<file path="src/hdl/jptj_pkg.sv">
// jptj_pkg: shared types and constants of the pan/tilt jog controller
// item layouts, register map, reset values and pulse scaling
// depends on nothing
package jptj_pkg;

  // one control sample
  typedef struct packed {
    logic [7:0]  stick_x;
    logic [7:0]  stick_y;
    logic        pad_left;
    logic        pad_right;
    logic        pad_up;
    logic        pad_down;
    logic        recenter_held;
    logic [31:0] now_ms;
  } in_item_t;

  // one result
  typedef struct packed {
    logic [8:0]  pan_angle_out;
    logic [8:0]  tilt_angle_out;
    logic [11:0] pan_pulse_us;
    logic [11:0] tilt_pulse_us;
    logic        write_strobe;
    logic        drive_enabled;
  } out_item_t;

  // classified sample handed from front to back
  typedef struct packed {
    logic signed [5:0] pan_delta;
    logic signed [5:0] tilt_delta;
    logic              recenter;
    logic              active;
    logic [31:0]       now_ms;
  } jog_cmd_t;

  // configuration registers
  typedef struct packed {
    logic [8:0]  pan_center;
    logic [8:0]  pan_min;
    logic [8:0]  pan_max;
    logic [8:0]  tilt_center;
    logic [8:0]  tilt_min;
    logic [8:0]  tilt_max;
    logic [15:0] idle_timeout_ms;
    logic [3:0]  pad_step;
  } cfg_t;

  typedef enum logic [2:0] {
    REG_PAN_CENTER  = 3'd0,
    REG_PAN_MIN     = 3'd1,
    REG_PAN_MAX     = 3'd2,
    REG_TILT_CENTER = 3'd3,
    REG_TILT_MIN    = 3'd4,
    REG_TILT_MAX    = 3'd5,
    REG_IDLE_TMO    = 3'd6,
    REG_PAD_STEP    = 3'd7
  } cfg_idx_t;

  localparam logic [8:0]  RST_PAN_CENTER  = 9'd143;
  localparam logic [8:0]  RST_PAN_MIN     = 9'd14;
  localparam logic [8:0]  RST_PAN_MAX     = 9'd270;
  localparam logic [8:0]  RST_TILT_CENTER = 9'd270;
  localparam logic [8:0]  RST_TILT_MIN    = 9'd180;
  localparam logic [8:0]  RST_TILT_MAX    = 9'd360;
  localparam logic [15:0] RST_IDLE_TMO    = 16'd3000;
  localparam logic [3:0]  RST_PAD_STEP    = 4'd3;

  // angle*2000/360 = angle*50/9, done as angle*ceil(50*2^16/9) >> 16
  localparam logic [18:0] PULSE_RECIP = 19'd364089;
  localparam logic [11:0] PULSE_BASE  = 12'd500;

  localparam int MID_DEPTH = 2;
  localparam int OUT_DEPTH = 4;

endpackage

</file>
<file path="src/hdl/jptj_queue.sv">
// jptj_queue: small register-based fifo used between and after the stages
// data width and depth (power of two) set by parameters
// depends on nothing
module jptj_queue #(
  parameter int W     = 8,
  parameter int DEPTH = 2
) (
  input  logic                       clk,
  input  logic                       rst_n,
  input  logic                       wr_en,
  input  logic [W-1:0]               wr_data,
  input  logic                       rd_en,
  output logic [W-1:0]               rd_data,
  output logic                       full,
  output logic                       empty,
  output logic [$clog2(DEPTH):0]     count
);

  localparam int AW = $clog2(DEPTH);

  logic [W-1:0]  mem_r [DEPTH];
  logic [AW-1:0] wr_ptr_r, wr_ptr_nxt;
  logic [AW-1:0] rd_ptr_r, rd_ptr_nxt;
  logic [AW:0]   count_r, count_nxt;

  always_comb begin
    wr_ptr_nxt = wr_ptr_r;
    rd_ptr_nxt = rd_ptr_r;
    count_nxt  = count_r;
    if (wr_en) begin
      wr_ptr_nxt = wr_ptr_r + 1'b1;
    end
    if (rd_en) begin
      rd_ptr_nxt = rd_ptr_r + 1'b1;
    end
    if (wr_en && !rd_en) begin
      count_nxt = count_r + 1'b1;
    end else if (!wr_en && rd_en) begin
      count_nxt = count_r - 1'b1;
    end
  end

  always_ff @(posedge clk) begin
    if (!rst_n) begin
      wr_ptr_r <= '0;
      rd_ptr_r <= '0;
      count_r  <= '0;
    end else begin
      wr_ptr_r <= wr_ptr_nxt;
      rd_ptr_r <= rd_ptr_nxt;
      count_r  <= count_nxt;
    end
  end

  always_ff @(posedge clk) begin
    if (wr_en) begin
      mem_r[wr_ptr_r] <= wr_data;
    end
  end

  assign rd_data = mem_r[rd_ptr_r];
  assign full    = (count_r == (AW+1)'(DEPTH));
  assign empty   = (count_r == '0);
  assign count   = count_r;

endmodule

</file>
<file path="src/hdl/jptj_front.sv">
// jptj_front: accepts control samples and turns them into jog commands
// stick dead-zone classification and pad step summing
// depends on jptj_pkg
module jptj_front #(
  parameter int DEAD_BAND = 30
) (
  input  jptj_pkg::in_item_t  in_item,
  input  logic                push,
  output logic                full,
  input  logic [3:0]          pad_step,
  input  logic                cmd_full,
  output logic                cmd_wr,
  output jptj_pkg::jog_cmd_t  cmd
);

  import jptj_pkg::*;

  localparam int LO = 128 - DEAD_BAND;
  localparam int HI = 128 + DEAD_BAND;
  localparam int SPAN_HI = 255 - HI;

  localparam logic [7:0] LO_V = 8'(LO);
  localparam logic [7:0] HI_V = 8'(HI);
  // thresholds on 3*distance for speeds 1, 2, 3
  localparam logic [9:0] LO_T1 = 10'(LO);
  localparam logic [9:0] LO_T2 = 10'(2 * LO);
  localparam logic [9:0] LO_T3 = 10'(3 * LO);
  localparam logic [9:0] HI_T1 = 10'(SPAN_HI);
  localparam logic [9:0] HI_T2 = 10'(2 * SPAN_HI);
  localparam logic [9:0] HI_T3 = 10'(3 * SPAN_HI);

  logic x_below, x_above, y_below, y_above;
  logic [1:0] x_mag, y_mag;
  logic signed [5:0] step_s, x_speed, y_speed;

  // truncating speed map as a count of thresholds passed
  function automatic logic [1:0] speed_mag(input logic below, input logic [7:0] v);
    logic [7:0] d;
    logic [9:0] d3;
    logic [9:0] t1, t2, t3;
    d  = below ? (LO_V - v) : (v - HI_V);
    d3 = {2'b00, d} + {1'b0, d, 1'b0};
    t1 = below ? LO_T1 : HI_T1;
    t2 = below ? LO_T2 : HI_T2;
    t3 = below ? LO_T3 : HI_T3;
    speed_mag = 2'({1'b0, d3 >= t1} + {1'b0, d3 >= t2} + {1'b0, d3 >= t3});
  endfunction

  assign x_below = in_item.stick_x < LO_V;
  assign x_above = in_item.stick_x > HI_V;
  assign y_below = in_item.stick_y < LO_V;
  assign y_above = in_item.stick_y > HI_V;

  assign x_mag = speed_mag(x_below, in_item.stick_x);
  assign y_mag = speed_mag(y_below, in_item.stick_y);

  assign step_s = $signed({2'b00, pad_step});

  // pan follows the stick, tilt runs opposite to it
  always_comb begin
    x_speed = '0;
    y_speed = '0;
    if (x_below) begin
      x_speed = -$signed({4'b0000, x_mag});
    end else if (x_above) begin
      x_speed = $signed({4'b0000, x_mag});
    end
    if (y_below) begin
      y_speed = $signed({4'b0000, y_mag});
    end else if (y_above) begin
      y_speed = -$signed({4'b0000, y_mag});
    end
  end

  always_comb begin
    cmd.pan_delta  = x_speed
                   + (in_item.pad_right ? step_s : 6'sd0)
                   - (in_item.pad_left  ? step_s : 6'sd0);
    cmd.tilt_delta = y_speed
                   + (in_item.pad_up    ? step_s : 6'sd0)
                   - (in_item.pad_down  ? step_s : 6'sd0);
    cmd.recenter   = in_item.recenter_held;
    cmd.active     = x_below | x_above | y_below | y_above
                   | in_item.pad_left | in_item.pad_right
                   | in_item.pad_up | in_item.pad_down
                   | in_item.recenter_held;
    cmd.now_ms     = in_item.now_ms;
  end

  assign full   = cmd_full;
  assign cmd_wr = push & ~cmd_full;

endmodule

</file>
<file path="src/hdl/jptj_back.sv">
// jptj_back: applies jog commands to the angle and drive state
// clamp, idle timeout, pulse scaling and the result fifo
// depends on jptj_pkg, jptj_queue
module jptj_back (
  input  logic                clk,
  input  logic                rst_n,
  input  jptj_pkg::cfg_t      cfg,
  input  logic                cmd_empty,
  input  jptj_pkg::jog_cmd_t  cmd,
  output logic                cmd_rd,
  output jptj_pkg::out_item_t out_item,
  output logic                empty,
  input  logic                pop
);

  import jptj_pkg::*;

  localparam int OCW = $clog2(OUT_DEPTH) + 1;

  typedef struct packed {
    logic [8:0] pan;
    logic [8:0] tilt;
    logic       strobe;
    logic       drive;
  } upd_t;

  logic [8:0]  pan_r, pan_nxt;
  logic [8:0]  tilt_r, tilt_nxt;
  logic [31:0] stamp_r, stamp_nxt;
  logic        drive_r, drive_nxt;
  logic        upd_vld_r;
  upd_t        upd_r, upd_nxt;

  logic [OCW-1:0] out_count;
  logic [OCW:0]   in_flight;
  logic           out_full;
  logic           out_rd;
  out_item_t      res;
  logic [27:0]    pan_prod, tilt_prod;
  logic [31:0]    elapsed;

  function automatic logic [8:0] apply_jog(input logic [8:0] ang,
                                           input logic signed [5:0] delta,
                                           input logic rc,
                                           input logic [8:0] center,
                                           input logic [8:0] lo,
                                           input logic [8:0] hi);
    logic signed [10:0] sum;
    sum = $signed({2'b00, ang}) + $signed({{5{delta[5]}}, delta});
    if (rc) begin
      sum = $signed({2'b00, center});
    end
    if (sum < $signed({2'b00, lo})) begin
      apply_jog = lo;
    end else if (sum > $signed({2'b00, hi})) begin
      apply_jog = hi;
    end else begin
      apply_jog = sum[8:0];
    end
  endfunction

  // take a command only with room reserved for it in the result fifo
  assign in_flight = {1'b0, out_count} + {{OCW{1'b0}}, upd_vld_r};
  assign cmd_rd    = ~cmd_empty & (in_flight < (OCW+1)'(OUT_DEPTH));

  assign elapsed = cmd.now_ms - stamp_r;

  always_comb begin
    pan_nxt   = pan_r;
    tilt_nxt  = tilt_r;
    stamp_nxt = stamp_r;
    drive_nxt = drive_r;
    if (cmd_rd) begin
      pan_nxt  = apply_jog(pan_r, cmd.pan_delta, cmd.recenter,
                           cfg.pan_center, cfg.pan_min, cfg.pan_max);
      tilt_nxt = apply_jog(tilt_r, cmd.tilt_delta, cmd.recenter,
                           cfg.tilt_center, cfg.tilt_min, cfg.tilt_max);
      if (cmd.active) begin
        drive_nxt = 1'b1;
        stamp_nxt = cmd.now_ms;
      end else if (elapsed > {16'h0000, cfg.idle_timeout_ms}) begin
        drive_nxt = 1'b0;
      end
    end
    upd_nxt.pan    = pan_nxt;
    upd_nxt.tilt   = tilt_nxt;
    upd_nxt.strobe = cmd.active;
    upd_nxt.drive  = drive_nxt;
  end

  always_ff @(posedge clk) begin
    if (!rst_n) begin
      pan_r     <= RST_PAN_CENTER;
      tilt_r    <= RST_TILT_CENTER;
      stamp_r   <= '0;
      drive_r   <= 1'b1;
      upd_vld_r <= 1'b0;
    end else begin
      pan_r     <= pan_nxt;
      tilt_r    <= tilt_nxt;
      stamp_r   <= stamp_nxt;
      drive_r   <= drive_nxt;
      upd_vld_r <= cmd_rd;
    end
  end

  always_ff @(posedge clk) begin
    if (cmd_rd) begin
      upd_r <= upd_nxt;
    end
  end

  // pulse scaling on the way into the result fifo
  assign pan_prod  = {19'd0, upd_r.pan} * {9'd0, PULSE_RECIP};
  assign tilt_prod = {19'd0, upd_r.tilt} * {9'd0, PULSE_RECIP};

  always_comb begin
    res.pan_angle_out  = upd_r.pan;
    res.tilt_angle_out = upd_r.tilt;
    res.pan_pulse_us   = pan_prod[27:16] + PULSE_BASE;
    res.tilt_pulse_us  = tilt_prod[27:16] + PULSE_BASE;
    res.write_strobe   = upd_r.strobe;
    res.drive_enabled  = upd_r.drive;
  end

  assign out_rd = pop & ~empty;

  jptj_queue #(
    .W     ($bits(out_item_t)),
    .DEPTH (OUT_DEPTH)
  ) u_out_q (
    .clk     (clk),
    .rst_n   (rst_n),
    .wr_en   (upd_vld_r),
    .wr_data (res),
    .rd_en   (out_rd),
    .rd_data (out_item),
    .full    (out_full),
    .empty   (empty),
    .count   (out_count)
  );

  // reservation keeps the fifo from filling past its depth
  logic unused_full;
  assign unused_full = out_full;

endmodule

</file>
<file path="src/hdl/joystick_pan_tilt_jog.sv">
// joystick_pan_tilt_jog: top level of the stick/pad pan-tilt jog controller
// holds the register file and ties front, command queue and back together
// depends on jptj_pkg, jptj_queue, jptj_front, jptj_back
//
//   channel   handshake            payload      direction
//   -------   ------------------   ----------   ---------
//   input     push / full          in_item      into block
//   result    empty / pop          out_item     out of block
//   config    psel penable pwrite  paddr pwdata write, prdata read
//
// one item per cycle sustained while pop keeps up; an item passes the
// command queue, state update register and result fifo to out_item
// the state feedback loop is the angle add/clamp and idle compare in the back
// synchronous active-low reset restores register defaults, centre angles,
// a zero activity stamp and an enabled drive
// full rises only when the two-entry command queue backs up behind a
// stalled result side; the result fifo holds four items
module joystick_pan_tilt_jog #(
  parameter int DEAD_BAND = 30
) (
  input  logic                clk,
  input  logic                rst_n,
  // input channel
  input  logic                push,
  output logic                full,
  input  jptj_pkg::in_item_t  in_item,
  // result channel
  output logic                empty,
  input  logic                pop,
  output jptj_pkg::out_item_t out_item,
  // configuration port
  input  logic                psel,
  input  logic                penable,
  input  logic                pwrite,
  input  logic [4:0]          paddr,
  input  logic [31:0]         pwdata,
  output logic [31:0]         prdata,
  output logic                pready
);

  import jptj_pkg::*;

  cfg_t     cfg_r, cfg_nxt;
  cfg_idx_t reg_idx;
  logic     reg_wr;

  logic     cmd_wr, cmd_rd, cmd_full, cmd_empty;
  jog_cmd_t cmd_in, cmd_out;
  logic [$clog2(MID_DEPTH):0] cmd_count;

  // register file, word addressed
  assign pready  = 1'b1;
  assign reg_idx = cfg_idx_t'(paddr[4:2]);
  assign reg_wr  = psel & penable & pwrite;

  always_comb begin
    cfg_nxt = cfg_r;
    if (reg_wr) begin
      unique case (reg_idx)
        REG_PAN_CENTER:  cfg_nxt.pan_center      = pwdata[8:0];
        REG_PAN_MIN:     cfg_nxt.pan_min         = pwdata[8:0];
        REG_PAN_MAX:     cfg_nxt.pan_max         = pwdata[8:0];
        REG_TILT_CENTER: cfg_nxt.tilt_center     = pwdata[8:0];
        REG_TILT_MIN:    cfg_nxt.tilt_min        = pwdata[8:0];
        REG_TILT_MAX:    cfg_nxt.tilt_max        = pwdata[8:0];
        REG_IDLE_TMO:    cfg_nxt.idle_timeout_ms = pwdata[15:0];
        REG_PAD_STEP:    cfg_nxt.pad_step        = pwdata[3:0];
        default:         cfg_nxt = cfg_r;
      endcase
    end
  end

  always_comb begin
    unique case (reg_idx)
      REG_PAN_CENTER:  prdata = {23'h0, cfg_r.pan_center};
      REG_PAN_MIN:     prdata = {23'h0, cfg_r.pan_min};
      REG_PAN_MAX:     prdata = {23'h0, cfg_r.pan_max};
      REG_TILT_CENTER: prdata = {23'h0, cfg_r.tilt_center};
      REG_TILT_MIN:    prdata = {23'h0, cfg_r.tilt_min};
      REG_TILT_MAX:    prdata = {23'h0, cfg_r.tilt_max};
      REG_IDLE_TMO:    prdata = {16'h0, cfg_r.idle_timeout_ms};
      REG_PAD_STEP:    prdata = {28'h0, cfg_r.pad_step};
      default:         prdata = '0;
    endcase
  end

  always_ff @(posedge clk) begin
    if (!rst_n) begin
      cfg_r.pan_center      <= RST_PAN_CENTER;
      cfg_r.pan_min         <= RST_PAN_MIN;
      cfg_r.pan_max         <= RST_PAN_MAX;
      cfg_r.tilt_center     <= RST_TILT_CENTER;
      cfg_r.tilt_min        <= RST_TILT_MIN;
      cfg_r.tilt_max        <= RST_TILT_MAX;
      cfg_r.idle_timeout_ms <= RST_IDLE_TMO;
      cfg_r.pad_step        <= RST_PAD_STEP;
    end else begin
      cfg_r <= cfg_nxt;
    end
  end

  // front: dead zone, speed map and pad steps folded into signed deltas
  jptj_front #(
    .DEAD_BAND (DEAD_BAND)
  ) u_front (
    .in_item  (in_item),
    .push     (push),
    .full     (full),
    .pad_step (cfg_r.pad_step),
    .cmd_full (cmd_full),
    .cmd_wr   (cmd_wr),
    .cmd      (cmd_in)
  );

  // command queue decouples sample intake from the state update
  jptj_queue #(
    .W     ($bits(jog_cmd_t)),
    .DEPTH (MID_DEPTH)
  ) u_cmd_q (
    .clk     (clk),
    .rst_n   (rst_n),
    .wr_en   (cmd_wr),
    .wr_data (cmd_in),
    .rd_en   (cmd_rd),
    .rd_data (cmd_out),
    .full    (cmd_full),
    .empty   (cmd_empty),
    .count   (cmd_count)
  );

  // back: angle state, clamp, idle timer, pulse widths, result fifo
  jptj_back u_back (
    .clk       (clk),
    .rst_n     (rst_n),
    .cfg       (cfg_r),
    .cmd_empty (cmd_empty),
    .cmd       (cmd_out),
    .cmd_rd    (cmd_rd),
    .out_item  (out_item),
    .empty     (empty),
    .pop       (pop)
  );

  // queue occupancy is carried by full/empty alone
  logic [$clog2(MID_DEPTH):0] unused_cmd_count;
  assign unused_cmd_count = cmd_count;

endmodule

</file>
<file path="config.mk">
export PLATFORM = sky130hd
export DESIGN_NAME = joystick_pan_tilt_jog
export DESIGN_NICKNAME = d
export VERILOG_FILES = /design/src/hdl/jptj_pkg.sv /design/src/hdl/jptj_queue.sv /design/src/hdl/jptj_front.sv /design/src/hdl/jptj_back.sv /design/src/hdl/joystick_pan_tilt_jog.sv
export SDC_FILE = /design/constraint.sdc
export NUM_CORES = 1
export LEC_CHECK = 0
export ABC_CLOCK_PERIOD_IN_PS = 17500
export BUFFER_PORTS_ARGS = -buffer_cell sky130_fd_sc_hd__buf_4
export CORE_MARGIN = 4
export CORE_UTILIZATION = 65
export DETAILED_ROUTE_END_ITERATION = 8
export HOLD_SLACK_MARGIN = 0.02
export PLACE_DENSITY = 0.85
export SLEW_MARGIN = 20
export SYNTH_ARGS = -nofsm -noshare
export SYNTH_HDL_FRONTEND = slang
export SYNTH_SLANG_ARGS = --single-unit
export TNS_END_PERCENT = 10
</file>
<file path="constraint.sdc">
create_clock -name clk -period 17.5 [get_ports clk]
set_clock_uncertainty 0.05 [all_clocks]
set_input_delay 1.75 -clock clk [delete_from_list [all_inputs] [get_ports clk]]
set_output_delay 1.75 -clock clk [all_outputs]
set_load 0.05 [all_outputs]
</file>
==> summary.md <==
The post-synthesis register bit count is 428, and the data arrival time of the critical path is 8490 ps. Once placement finished, the instance area stood at 0.0295 sq mm. The slew at the pin with the worst max-slew slack works out to 1110 ps. At the end of routability-driven placement, the weighted congestion stood at 0.958.

The first TritonRoute pass finished after 6 iterations. Of all flip-flops after synthesis, the portion carrying an async set or reset was 0%. The clock sink total came out at 428. For the placeable core region, the log shows 0.0422 sq mm.

The row count came out at 75. The number of levels the H-tree was split into was 2; the area overhead of the layout relative to synthesis was 10.2%. In the final routed layout, each cell accounts on average for 20.0 um. After global routing the overflow that remains totals 0. The tools report the initial antenna violation count as 0.

The floorplan step defined a die boundary enclosing 0.0464 sq mm. The clock period could shrink to 8130 ps. The area of all placed cells without fillers is 0.0308 sq mm, and the final setup TNS is 0 ps. Yosys printed 0 warnings. By startpoint and endpoint, the worst setup path is classified as primary input to flip-flop.

During I/O placement, the number of pins put on the boundary was 176. Measured in cells, the most critical reg-to-reg path has a length of 19. No sink is reached through more buffers than the 3 on the longest clock path.

Required time at the endpoint of the critical path: 17860 ps. Endpoint kind of the worst setup timing path: a flip-flop. Number of cells on the worst hold path: 2.

The most used flip-flop cell after synthesis is edfxtp_1. The worst hold-check path type is flip-flop to flip-flop. The largest incremental delay on the critical path was 740 ps; the total track usage was 28.4%. The die is 216 um wide.

The logs give 0 for the final-report max-slew violation count and 44 for the total clock buffers created by CTS. The die span in y is 216 um, and the number of buffers inserted by hold repair at cts is 0. TritonCTS built the clock tree. For this run, design rule violations remaining after detail routing come to 0. After layout, the worst path uses 46.5% of the clock period. Cells with a size suffix above 1 make up 13.0% of the layout. The tools report the number of diodes as 0. Cell occurring most often along the worst timing path: a21oi_1.

The number of gates resized after cts was 0; the number of flops mapped to enable cells by yosys was 288. The average size of a mapped cell came out at 10.6 sq um. The number of failing hold endpoints at the final stage came out at 0.

Setup repair after global routing left no endpoint under its margin. The count of max-cap constraint violations came out at 0. Per-cell via count in the routed design: 6.18. The slowest stage of the critical path is the a31oi_1 cell.

In the layout the commonest cells are ha_1, edfxtp_1, inv_1, nand2_1, a21oi_1. The setup-violating endpoint count in the final report was 0; the HPWL after detailed placement was 47.5 mm. The synthesized netlist contains 96 unique library cells. The post-synth design cell area was 0.0280 sq mm. The tools report the via count of the first global-routing pass as 21.1k. Number of setup buffers added after CTS: 0. The flow ran to the end, and the final reports show no timing, DRC or antenna violations. The wire length of the first global-routing pass was 108 mm; the number of port buffers was 140. Once detail routing completed, the nets flagged for antenna violations numbered 0. The detailed router placed 20.5k vias in this run.

In the synthesized netlist, the number of instances is 2629. The run gives 1458 as the detailed router's first-iteration violation count. The worst setup path is launched from a primary input. Of all nets on the critical path, the largest fanout is 12.

The final wirelength came out at 66.4 mm. Starting density of the core: 66.3%. Pin count of the biggest net entering global routing: 93. The clock edge transition at the registers on the reported setup and hold paths works out to 60 ps. Root buffer cell: clkbuf_16.

The share of the Yosys chip area taken by registers is 40.9%. Insertion delay of the later-clocked pin in the worst-skew pair: 580 ps. The logs give 3212 for the number of nets in the final layout and 26.3% for the relative max-transition margin. The tools report the maximum operating frequency as 123 MHz.
-- registers in the layout (all words and copies together) (netlist names), 2 cells and up, named ones only --
signal,cells
u_cmd_q.count,2
u_back.tilt_r,9
u_back.res,20
cfg_r,74
u_back.stamp_r,32
u_cmd_q.mem_r,92
u_back.u_out_q.rd_ptr_r,2
u_back.u_out_q.count,3
u_back.pan_r,9
u_back.u_out_q.wr_ptr_r,2
u_back.u_out_q.mem_r,176
-- cells by family after synthesis --
family	after synthesis	synth area share, %
adder cells (fa/ha/maj)	372	18.9
AO/OA/AOI/OAI	540	12.4
AND/OR/NAND/NOR	640	10.7
XOR/XNOR	102	3.19
other	2	0.0268
multiplexers	178	8.68
buffers and inverters	367	5.20
flip-flops	428	40.9
-- worst paths after layout --
| path | startpoint | slack, ps | endpoint |
|---|---|---|---|
| setup / recovery | in_item[46] | 9370 | u_cmd_q.mem_r[1][45] |
| hold / removal | cfg_r[35] | 410 | cfg_r[35] |
| setup reg to reg | flip-flop | 11280 | u_back.res[0] |
| hold reg to reg | cfg_r[35] | 410 | cfg_r[35] |
-- stage by stage --
stage               std cells  utilization, %  hold WS, ps  setup WS, ps
CTS                      3318            73.0          406          9420
global placement         3236            69.7          394          9170
detailed placement       3236            69.7          398          8810
finish                   3318            73.0          408          9370
global route             3318            73.0          422          8820
floorplan                2644               -          386         10030
-- metal layers --
metal | track usage [%] | vias up | share of wire (%)
met3 | 5.33 | 158 | 6.9
met4 | 10.3 | 0 | 3.5
met5 | 0 | - | 0
li1 | - | 9670 | -
met1 | 35.8 | 9916 | 40
met2 | 49.2 | 764 | 49
-- final cells by class --
cell class | instances | area [sq um]
timing repair buffer | 156 | 1170
inverter | 264 | 992
clock buffer | 55 | 1180
clock inverter | 27 | 198
fill | 2939 | 11400
sequential | 428 | 11500
multi-input combinational | 1849 | 15200
tap | 539 | 674
-- synth_stat cells (all sizes together), types with 8 or more instances --
| master | n | area share (%) |
|---|---|---|
| mux4 | 46 | 3.7 |
| nor2 | 172 | 2.4 |
| a211oi | 25 | 0.67 |
| a21oi | 176 | 3.2 |
| fa | 84 | 6.0 |
| ha | 288 | 13 |
| o21a | 26 | 0.72 |
| xnor2 | 55 | 1.7 |
| o211ai | 50 | 1.3 |
| inv | 262 | 3.5 |
| o21ai | 113 | 2.1 |
| and3 | 28 | 0.63 |
| mux2 | 52 | 2.1 |
| a21o | 37 | 1.0 |
| a221oi | 10 | 0.31 |
| nor4 | 8 | 0.18 |
| o31ai | 10 | 0.29 |
| nand2 | 221 | 3.0 |
| a31oi | 13 | 0.29 |
| nor3 | 28 | 0.52 |
| nand2b | 26 | 0.58 |
| edfxtp | 288 | 31 |
| clkbuf | 70 | 0.95 |
| nor2b | 17 | 0.38 |
| nand4 | 20 | 0.45 |
| dfxtp | 140 | 10 |
| and2 | 23 | 0.52 |
| or2 | 14 | 0.31 |
| or3 | 11 | 0.25 |
| xor2 | 47 | 1.5 |
| nand3 | 54 | 0.97 |
| mux2i | 80 | 2.9 |
| buf | 33 | 0.71 |
-- critical path, delay by kind of cell --
kind                       cells  cell delay (ps)
AOI/OAI and AO/OA             11             2850
adders and majority gates      7             2480
buffers and inverters          3              320
and+or+nand+nor                8             1090
Power is left out: the tool's default activity adds up to more than one toggle a clock period on the data nets, which glitch-free logic cannot reach.
